[config.mk]
export PLATFORM = sky130hd
export DESIGN_NAME = bba_ctrl
export DESIGN_NICKNAME = d
export VERILOG_FILES = /design/src/hdl/bba_pkg.sv /design/src/hdl/bba_ctrl.sv
export VERILOG_INCLUDE_DIRS = /design/src /design/src/hdl
export SDC_FILE = /design/constraint.sdc
export NUM_CORES = 1
export LEC_CHECK = 0
export ABC_CLOCK_PERIOD_IN_PS = 1800
export BUFFER_PORTS_ARGS = -buffer_cell sky130_fd_sc_hd__buf_2
export CORE_AREA = 4 4 41 43
export DETAILED_ROUTE_END_ITERATION = 6
export DIE_AREA = 0 0 45 47
export PLACE_DENSITY_LB_ADDON = 0.3
export SYNTH_ARGS = -nofsm -noshare
export SYNTH_HDL_FRONTEND = slang
export SYNTH_SLANG_ARGS = --single-unit
[constraint.sdc]
create_clock -name clock -period 1.8 [get_ports clock]
set_clock_uncertainty 0.2 [all_clocks]
set_input_delay 0.09 -clock clock [delete_from_list [all_inputs] [get_ports clock]]
set_output_delay 0.09 -clock clock [all_outputs]
set_load 0.01 [all_outputs]
[src/hdl/assert_macros.svh]
// ----------------------------------------------------------------------------
// assert_macros.svh
// Assertion shorthands shared by the bitmap block allocator modules.
// ----------------------------------------------------------------------------
`ifndef ASSERT_MACROS_SVH
`define ASSERT_MACROS_SVH

// Check a property on every clock edge outside of reset.
`define BBA_ASSERT(lbl, clk, rst, prop, msg) \
   lbl: assert property (@(posedge clk) disable iff (rst) (prop)) else $error(msg);

// Check a property on every clock edge, reset included.
`define BBA_ASSERT_ALWAYS(lbl, clk, prop, msg) \
   lbl: assert property (@(posedge clk) (prop)) else $error(msg);

`endif

[src/hdl/bba_pkg.sv]
// ----------------------------------------------------------------------------
// bba_pkg
// Shared types and constants of the bitmap block allocator.
// ----------------------------------------------------------------------------
package bba_pkg;

   // Bitmap geometry
   localparam int unsigned MAP_BYTES_DEFAULT = 512;
   localparam int unsigned REACH_BYTES       = 512;   // bytes addressable by a 12-bit block
   localparam int unsigned BYTE_W            = 8;
   localparam int unsigned ROW_BYTES         = 8;
   localparam int unsigned ROW_BITS          = ROW_BYTES * BYTE_W;
   localparam int unsigned BLOCK_W           = 12;
   localparam int unsigned BYTE_POS_W        = 3;     // block bits that select a bit in a byte
   localparam int unsigned BIT_POS_W         = 6;     // block bits that select a bit in a row
   localparam logic [BYTE_W-1:0] FULL_BYTE   = 8'hFF;

   // Stream widths
   localparam int unsigned REQ_DATA_W = 16;
   localparam int unsigned REQ_USER_W = 2;
   localparam int unsigned RSP_DATA_W = 16;
   localparam int unsigned RSP_USER_W = 1;

   // Request kinds
   typedef enum logic [1:0] {
      KIND_ALLOC     = 2'd0,
      KIND_MARK_USED = 2'd1,
      KIND_MARK_FREE = 2'd2
   } kind_type;

   // Result status codes
   localparam logic STATUS_OK   = 1'b0;
   localparam logic STATUS_FULL = 1'b1;

   // Controller states
   typedef enum logic [1:0] {
      ST_IDLE,
      ST_SCAN,
      ST_MARK,
      ST_RESP
   } state_type;

   // Controller to datapath
   typedef struct packed {
      logic take_req;
      logic scan_step;
      logic alloc_commit;
      logic full_commit;
      logic mark_commit;
      logic load_out;
   } dp_cmd_type;

   // Datapath to controller
   typedef struct packed {
      logic req_alloc;
      logic req_mark;
      logic row_has_free;
      logic last_row;
      logic out_free;
   } dp_status_type;

endpackage

[src/hdl/bba_ctrl.sv]
// ----------------------------------------------------------------------------
// bba_ctrl
// Sequencer of the allocator: accept, scan or mark, hand over the result.
// ----------------------------------------------------------------------------
`include "assert_macros.svh"

module bba_ctrl (
   input  logic                   clock,
   input  logic                   reset,
   input  logic                   req_valid,
   output logic                   req_ready,
   input  bba_pkg::dp_status_type status,
   output bba_pkg::dp_cmd_type    cmd
);
   import bba_pkg::*;

   state_type state_ff, state_in;

   // Next state
   always_comb begin
      state_in = state_ff;
      case (state_ff)
         ST_IDLE: begin
            if (req_valid) begin
               if (status.req_alloc) begin
                  state_in = ST_SCAN;
               end else if (status.req_mark) begin
                  state_in = ST_MARK;
               end else begin
                  state_in = ST_RESP;
               end
            end
         end
         ST_SCAN: begin
            if (status.row_has_free || status.last_row) begin
               state_in = ST_RESP;
            end
         end
         ST_MARK: begin
            state_in = ST_RESP;
         end
         ST_RESP: begin
            if (status.out_free) begin
               state_in = ST_IDLE;
            end
         end
         default: begin
            state_in = ST_IDLE;
         end
      endcase
   end

   // Commands to the datapath
   always_comb begin
      cmd       = '0;
      req_ready = 1'b0;
      case (state_ff)
         ST_IDLE: begin
            req_ready    = 1'b1;
            cmd.take_req = req_valid;
         end
         ST_SCAN: begin
            if (status.row_has_free) begin
               cmd.alloc_commit = 1'b1;
            end else if (status.last_row) begin
               cmd.full_commit = 1'b1;
            end else begin
               cmd.scan_step = 1'b1;
            end
         end
         ST_MARK: begin
            cmd.mark_commit = 1'b1;
         end
         ST_RESP: begin
            cmd.load_out = status.out_free;
         end
         default: begin
            cmd = '0;
         end
      endcase
   end

   always_ff @(posedge clock) begin
      if (reset) begin
         state_ff <= ST_IDLE;
      end else begin
         state_ff <= state_in;
      end
   end

   `BBA_ASSERT(a_take_leaves_idle, clock, reset, cmd.take_req |=> (state_ff != ST_IDLE), "accepted request did not start work")
   `BBA_ASSERT(a_one_command, clock, reset, $onehot0({cmd.take_req, cmd.scan_step, cmd.alloc_commit, cmd.full_commit, cmd.mark_commit, cmd.load_out}), "more than one datapath command")

endmodule

* Word-level counts from Yosys, hierarchy flattened
Cells that the tools add are included.
** Word-level totals
- Register bits :: 2
- Input bits :: 8
- Output and inout bits :: 7
- Logic and storage cells :: 26
** Operators by class
- Equality and inequality tests :: 6
- Multiplexer cells :: 16
- Reductions and logical operators :: 3
** Operators by type and width (number)
- 1-bit 2-to-1 mux :: 10
- 2-bit 2-to-1 mux :: 4
- 2-bit one-hot mux with 4 select lines :: 1
- 2-bit inequality test, second input constant :: 3
- 2-bit equality test, second input constant :: 2
- 3-bit 2-to-1 mux :: 1
- 3-bit AND reduction :: 1
- 2-bit by 1-bit equality test with 1-bit output, second input constant :: 1
- 2-bit zero test :: 1
- 1-bit logical OR :: 1

* Longest topological paths before layout
Gate-level depths: netlist (run 1).
- Word-level depth :: 4
- Depth in mapped cells :: 5
- Gate-level depth less buffers :: 5

* Least setup slack after synthesis (run 1)
No wires, ideal clock.
- Kind :: reg-to-reg
- Start :: register state_ff[0]
- End :: register state_ff[1]
- Library setup time :: 0.121 ns
- Arrival :: 1.368 ns
- Path slack :: 0.111 ns
- Cell stages (with the launch flop) :: 5
- Cell sequence :: dfxtp_1 -> inv_1 -> ha_1 -> a221o_1 -> mux2_4
** Between the ends
- Word-level cells in the longest chain between the ends :: 3
- Elaborated cells on any way between the ends :: 9
- Those cells by class :: eq/ne: 6; mux: 1; reduce/logical: 2
** RTL lines
- from (decl) :: RTL line bba_ctrl.sv:17 : state_type state_ff, state_in;
- from (signal assigned) :: RTL line bba_ctrl.sv:87 : state_ff <= state_in;
- 2-bit by 1-bit equality test with 1-bit output, or another cell as far along :: RTL line bba_ctrl.sv:22 : case (state_ff)
- 2-bit inequality test (no line)
- 3-bit AND reduction (no line)
Several ways; a longest one is shown, not always the timed one.
A chain may end at the register's enable or synchronous reset.

* Final worst setup path (run 1)
- Start :: register state_ff[1]
- End :: register state_ff[1]
The elaborated chain is that of the path after synthesis.

==> flow_summary.toml, run 1 <==
[critical_path]
path_class = "reg2reg"
critPathCaptureType = "register"
path_cells = "inv_1 > ha_1 > nor3b_2 > a221o_1 > mux2_4"
crit_fanout = 3
crit_path_max_incr_delay_ps = 340
cp-start-kind = "register"
worstSetupStartpoint = "state_ff[1]"
crit_required_ps = 1700
cp.arrival_ps = 1630
r2r_start = "state_ff[1]"
slowest_stage = "dfxtp_1"

[yosys]
synth_warnings = 0
synth_top_area_cell = "ha_1"
syn_inst = 26
synth_ff_type = "dfxtp_1"
yosys.cell_count.top_type = "inv_1"
synth.area.top_cells = "ha_1 (22%), dfxtp_1 (18%), inv_1 (8.3%), nand2b_1 (8.3%), mux2_4 (6.6%)"
ys_ff_latch = 2
synth_common_cells = "inv_1 (5), ha_1 (4), nand2b_1 (3)"
synth_top_area_share_pct = 22.1
synth_fp_nets = 38
syn-cell-area_um2 = 226
postSynthAreaPerCell_um2 = 8.71
synth-edff-count = 0
ys_types = 14
ys_seq_area_share_pct = 17.7
postSynth.asyncResetShare_pct = 0

[hold_path]
min_from = "status[3]"
hp-class = "in2reg"

[place]
dpl.hpwl_um = 439
dp.cells = 56
io_buffers = 14
place_congestion = 0.653

[routing]
drc = 0
detail_route.wirelength_um = 539
vias_per_cell = 3.89
drt_iter0_drc = 5
detail-route-antenna-nets = 0
wl_per_cell_um = 8.84
first_pass_iters = 2
via_count = 237

[layout]
antennaDiodeCount = 0
largest_reg_flops = 2
area_growth_pct = 60.2
nNetsFinal = 60
drive_gt1_share_pct = 47.8
top_register = "state_ff"
fin_util_pct = 27.9
reg.largest.list = "state_ff: 2 flops"
layout.cells.non_filler = 61

[global_routing]
track_usage_pct = 5.76
grt_antenna_before_repair = 0
grt_pass1_vias = 228
grt_max_degree = 7
grt_overflow = 0
grt_pass1_wl_um = 869

[run]
maxCapViolCount = 0

[floorplan]
start_util_pct = 17.4
die-area_um2 = 2120
pin_count = 15
core_area_um2 = 1300
placementRows = 13
die_width_um = 45
fp.dieH_um = 47

[sta]
tightest_slew_ps = 190
hold_viol_final = 0
drv_slew = 0
max_slew_margin_pct = 87.3
max_freq_mhz = 580
setup_viol = 0
post-route-period-util_pct = 95.9
period_needed_ps = 1730

[power_and_ir_drop]
clkPwrFrac_pct = 19.6
power_density_nw_per_um2 = 1340
switching_share_pct = 38.1
p_sw_mw = 0.186
combPwrFrac_pct = 63.0
intPower_mw = 0.302
pwr-share-seq_pct = 17.3
leakage_nw = 0.206
ir_worst_vdd_v = 0.000541

[clocking]
cts_tree = "built"
cts_sinks = 2
cts-root-buf = "clkbuf_4"
cts-buffers-inserted = 3
path_clk_slew_ps = 30
htree_levels = 1
clock_latency_ps = 220
clk_path_buf_depth = 2

[status]
status = "completed"
==> final cells by class <==
| cell class | instances | area [µm²] |
|---|---|---|
| fillers | 154 | 938 |
| multi-input cells | 19 | 168 |
| repair buffers | 17 | 95.1 |
| flip-flops and latches | 2 | 40.0 |
| clock buffers | 3 | 22.5 |
| inverters | 5 | 18.8 |
| well taps | 15 | 18.8 |
==> power by group through the flow <==
stage	clock (mW)	sequential, mW	combinational [mW]
after floorplan	0	0.0797	0.199
after global placement	0	0.0876	0.293
after detailed placement	0	0.0853	0.293
after CTS	0.101	0.0847	0.296
after global routing	0.103	0.0870	0.351
final	0.0957	0.0845	0.307
==> path summary, 6_finish.rpt <==
kind | cells after the start | end | slack [ps]
worst max-delay path | 5 | state_ff[1] | 70
worst min-delay path | 3 | state_ff[0] | 5
worst max register to register | 5 | state_ff[1] | 70
worst min register to register | 2 | state_ff[0] | 330
==> placed cells by master (no fill, tap or decap) <==
master | Yosys | final
nor2_1 | 2 | 2
dlygate4sd3_1 | 0 | 1
nand2b_1 | 3 | 3
clkbuf_4 | 0 | 3
mux2i_1 | 1 | 1
a221o_1 | 1 | 1
and3b_1 | 1 | 1
a21oi_1 | 1 | 1
dfxtp_1 | 2 | 2
a311o_1 | 1 | 1
and2_2 | 1 | 1
ha_1 | 4 | 4
nor3b_2 | 1 | 1
mux2_4 | 1 | 1
buf_4 | 0 | 2
inv_1 | 5 | 5
and2_1 | 2 | 2
buf_2 | 0 | 14
==> per-layer routing <==
layer	vias to the layer above	wire length, µm	GRT usage [%]
met4	0	0	1.75
met1	97	262	7.48
met3	0	88	3.83
met2	14	188	7.63
met5	-	0	0
li1	126	-	-
==> metrics by stage <==
step | setup TNS, ps | hold slack (ps) | power [mW] | setup slack, ps | instance area [µm²]
2_1_floorplan | 0 | 16.9 | 0.279 | 111 | 226
3_3_place_gp | 0 | 218 | 0.381 | 64.4 | 323
3_5_place_dp | 0 | 218 | 0.378 | 67.6 | 323
4_1_cts | 0 | 2.85 | 0.482 | 50.9 | 355
5_1_grt | -6.26 | 38.1 | 0.541 | -6.26 | 363
6_report | 0 | 4.65 | 0.488 | 74.4 | 363
==> critical path, delay by kind of cell, from the launching register on <==
family	cells	cell delay (ps)
adder cells (fa/ha/maj)	1	200
AO/OA/AOI/OAI	1	300
multiplexers	1	300
flip-flops	1	340
buffers and inverters	1	90
AND/OR/NAND/NOR	1	170
==> cells by family after synthesis <==
group | count (synthesis) | synth area share (%)
fa+ha+maj | 4 | 22.1
mux | 2 | 11.0
compound gates | 3 | 11.0
flops | 2 | 17.7
simple gates | 10 | 29.8
buf+inv | 5 | 8.29
==> what timing repair did <==
action | CTS | global route
hold buffers | 1 | 0
setup buffers | 0 | 1
resized for setup | 0 | 0
endpoints found under the setup margin | 0 | 1
hold endpoints to repair | 1 | 0
Power figures use the tool's default switching activity.
==> run 2: changes to the inputs <==
Settings changed: ABC_CLOCK_PERIOD_IN_PS 1800 to 1900, CTS_BUF_LIST from default to sky130_fd_sc_hd__clkbuf_4.
Clock period 1.8 ns to 1.9 ns, I/O delays scaled along.
==> run 2 against run 1 <==
Net effect: combinational power decreased by 10%; setup slack improved by 120 ps; fmax increased by 0.90%; global-route usage decreased by 0.56 points; final cell count unchanged; design area increased by 0.69%; hold slack improved by 59 ps; die area unchanged.
==> flow_summary.toml, run 2 (synthesized netlist as in run 1, its figures left out) <==
[clocking]
path_clk_slew_ps = 30
cts-buffers-inserted = 3
cts_sinks = 2
clock_latency_ps = 220
clk_path_buf_depth = 2
htree_levels = 1
cts_tree = "built"
cts-root-buf = "clkbuf_4"
cts_resized = 0

[critical_path]
r2r_start = "state_ff[1]"
crit_path_end = "state_ff[1]"
crit_required_ps = 1810
cp.arrival_ps = 1620
crit_fanout = 3
path_class = "reg2reg"
timing.rr.end = "state_ff[1]"
regToRegSetupSlack_ps = 190
critPathCaptureType = "register"
worstSetupStartpoint = "state_ff[1]"
ff2ff_path_depth = 5
cp-start-kind = "register"

[sta]
max_slew_margin_pct = 89.5
setup_viol = 0
tightest_slew_ps = 157
setup_ws_ps = 190
period_needed_ps = 1710
drv_slew = 0
max_freq_mhz = 585
rsz0062_at_grt = "false"
post-route-period-util_pct = 90.0
timing.setup.tns_ps = 0
holdWs_ps = 64.1
hold_viol_final = 0

[floorplan]
start_util_pct = 17.4
core_area_um2 = 1300
placementRows = 13
pin_count = 15
die-area_um2 = 2120
fp.dieH_um = 47
die_width_um = 45

[routing]
first_pass_iters = 4
vias_per_cell = 3.70
drt_iter0_drc = 2
detail_route.wirelength_um = 496
via_count = 226
drc = 0
wl_per_cell_um = 8.13
detail-route-antenna-nets = 0

[power_and_ir_drop]
p_sw_mw = 0.172
leakage_nw = 0.206
combPwrFrac_pct = 61.7
pwr-share-seq_pct = 17.7
ir_worst_vdd_v = 0.000457
power_density_nw_per_um2 = 1220
clkPwrFrac_pct = 20.7
switching_share_pct = 38.3
intPower_mw = 0.276

[global_routing]
use_met3_pct = 2.30
gr-usage-met1_pct = 6.33
grt_pass1_wl_um = 738
grt_pass1_vias = 202
grt_antenna_before_repair = 0
grt_max_degree = 7
grt_overflow = 0
busiest_layer = "met2"
met2_usage_pct = 6.50
track_usage_pct = 5.21

[place]
place_congestion = 0.680
dpl.hpwl_um = 430
post-place-ws_ps = 184
io_buffers = 14

[layout]
layout_commonest_cell = "buf_2"
fillerInstances = 149
largest_reg_flops = 2
antennaDiodeCount = 0
reg.largest.list = "state_ff: 2 flops"
top_register = "state_ff"
nNetsFinal = 60
final_cell_mix = "buf_2 (14), inv_1 (5), ha_1 (4), nand2b_1 (3), clkbuf_4 (3)"
area_growth_pct = 61.3
drive_gt1_share_pct = 45.7

[hold_path]
worstHoldPathCells = 4
hp-class = "in2reg"

[run]
maxCapViolCount = 0

[status]
status = "completed"
[run 2: cell count changes in the layout (fill, tap and decap cells not counted), sizes merged]
cell	before	now
dlygate4sd3	1	2
buf	16	15
[run 2: worst min path at each step]
| stage | from | end | slack, ps |
|---|---|---|---|
| floorplan | status[2] | cmd[4] | 30 |
| global placement | reset | state_ff[0] | 230 |
| detailed placement | reset | state_ff[0] | 230 |
| CTS | status[4] | state_ff[0] | 60 |
| global route | status[4] | state_ff[0] | 90 |
| finish | status[4] | state_ff[0] | 60 |
[run 2: layer usage]
layer	vias to the layer above	share of wire, %	wire [µm]
met2	14	34	168
met3	0	14	67
met5	-	0	0
li1	126	-	-
met4	0	0	0
met1	86	53	261
[run 2: final cells by class]
type | instances | area, µm² | area share (%)
Tap cell | 15 | 18.8 | 5.14
Sequential cell | 2 | 40.0 | 11.0
Inverter | 5 | 18.8 | 5.14
Timing Repair Buffer | 17 | 97.6 | 26.7
Clock buffer | 3 | 22.5 | 6.16
Multi-Input combinational cell | 19 | 168 | 45.9
[run 2: worst max-delay path: stages, from the launching register on]
cell	delay, ps
dfxtp_1	340
inv_1	80
ha_1	200
nor3b_2	160
a221o_1	320
mux2_4	310
[run 2: timing repair]
| item | 4_1_cts | 5_1_grt |
|---|---|---|
| setup endpoints to repair | 0 | 0 |
| hold endpoints to repair | 1 | 0 |
| hold buffers | 2 | 0 |
| buffers inserted | 0 | 0 |
[run 2: stage by stage]
| step | utilization [%] | area [µm²] | total power, mW | instances |
|---|---|---|---|---|
| final | 28.1 | 365 | 0.447 | 61 |
| after global routing | 28.1 | 365 | 0.494 | 61 |
| after CTS | 28.1 | 365 | 0.461 | 61 |
| after detailed placement | 24.8 | 323 | 0.358 | 56 |
| after global placement | 24.8 | 323 | 0.357 | 56 |
| after floorplan | - | 226 | 0.264 | 26 |
[run 2: power groups by stage]
stage	combinational, mW	sequential (mW)	clock [mW]
4_1_cts	0.283	0.0793	0.0996
3_5_place_dp	0.278	0.0798	0
2_1_floorplan	0.189	0.0755	0
6_report	0.276	0.0790	0.0925
3_3_place_gp	0.278	0.0785	0
5_1_grt	0.311	0.0824	0.0998
==> run 3: changes to the inputs <==
Settings changed: PLACE_DENSITY_LB_ADDON 0.3 to default.
==> run 3 against run 2 <==
Net effect: critical path depth down 1; sequential cell count unchanged; clock power down 2.6%; highest routed layer unchanged; register-to-register slack worse by 50 ps.
==> flow_summary.toml, run 3 (synthesized netlist as in run 1, its figures left out) <==
[sta]
max_freq_mhz = 569
post-route-period-util_pct = 92.5
setup_viol = 0
rsz0062_at_grt = "false"
max_slew_margin_pct = 85.2
period_needed_ps = 1760
hold_viol_final = 0
tightest_slew_ps = 222
setup_ws_ps = 142
timing.setup.tns_ps = 0
drv_slew = 0

[clocking]
cts_tree = "built"
cts_setup_buffers = 0
path_clk_slew_ps = 30
cts_resized = 0
holdBufCountCts = 0
cts_sinks = 2
cts-root-buf = "clkbuf_4"
cts-buffers-inserted = 3
clk_path_buf_depth = 2
clock_latency_ps = 220
htree_levels = 1

[hold_path]
worstHoldPathCells = 3
whs_endpoint = "state_ff[0]"
hp-class = "in2reg"
min_from = "reset"

[layout]
layout_commonest_cell = "buf_2"
reg.largest.list = "state_ff: 2 flops"
top_register = "state_ff"
antennaDiodeCount = 0
final_cell_mix = "buf_2 (14), inv_1 (5), ha_1 (4), nand2b_1 (3), clkbuf_4 (3)"
area_growth_pct = 49.2
fin_area_um2 = 338
layout.cells.non_filler = 58
fin_util_pct = 26.0
largest_reg_flops = 2
nNetsFinal = 57
drive_gt1_share_pct = 46.5

[critical_path]
critPathCaptureType = "register"
cp.arrival_ps = 1660
crit_required_ps = 1800
path_class = "reg2reg"
timing.rr.end = "state_ff[1]"
crit_fanout = 7
r2r_start = "state_ff[0]"
ff2ff_path_depth = 4
regToRegSetupSlack_ps = 140
cp-start-kind = "register"

[floorplan]
start_util_pct = 17.4
placementRows = 13
core_area_um2 = 1300
pin_count = 15
die_width_um = 45
die-area_um2 = 2120
fp.dieH_um = 47

[routing]
wl_per_cell_um = 8.48
first_pass_iters = 4
drc = 0
via_count = 236
detail-route-antenna-nets = 0
drt_iter0_drc = 5
vias_per_cell = 4.07
detail_route.wirelength_um = 492

[place]
place_congestion = 0.694
io_buffers = 14
post-place-ws_ps = 138
dp.cells = 55
dpl.hpwl_um = 433
postPlaceCellArea_um2 = 315

[run]
maxCapViolCount = 0

[global_routing]
grt_pass1_vias = 207
track_usage_pct = 5.68
grt_antenna_before_repair = 0
grt_max_degree = 8
grt_pass1_wl_um = 793
grt_overflow = 0

[status]
status = "completed"

[power_and_ir_drop]
power_density_nw_per_um2 = 1260
ir_worst_vdd_v = 0.000554
leakage_nw = 0.193
## run 3: worst max path at each step
stage | slack [ps] | end | from
after floorplan | 210 | state_ff[1] | state_ff[0]
after global placement | 160 | state_ff[1] | state_ff[0]
after global routing | 60 | state_ff[1] | state_ff[0]
after CTS | 130 | state_ff[1] | state_ff[0]
after detailed placement | 140 | state_ff[1] | state_ff[0]
final | 140 | state_ff[1] | state_ff[0]
## run 3: critical path: stages, from the launching register on
cell and delay [ps]:
dfxtp_1 370, inv_1 80, ha_1 280, a221o_1 400, mux2_4 310
## run 3: metal layers
layer	track usage (%)	up-vias	part of all wire, %
li1	-	123	-
met1	7.01	95	45
met2	6.21	18	32
met3	6.13	0	23
met5	0	-	0
met4	1.75	0	0
## run 3: layout make-up
type | instances | area (µm²)
repair buffers | 14 | 70.1
inverters | 5 | 18.8
flip-flops and latches | 2 | 40.0
fillers | 154 | 963
clock buffers | 3 | 22.5
multi-input cells | 19 | 168
well taps | 15 | 18.8
## run 3: metrics by stage
stage                     total power [mW]  hold slack [ps]
after floorplan                      0.264             26.9
after global placement               0.338              229
after detailed placement             0.340              231
after CTS                            0.437            0.207
after global routing                 0.477             12.6
final                                0.427             6.45
## run 3: power by group
group	total [mW]	internal (mW)	switching, mW
registers	0.0783	0.0617	0.0166
logic	0.259	0.129	0.130
clock network	0.0901	0.0694	0.0208
total	0.427	0.260	0.167
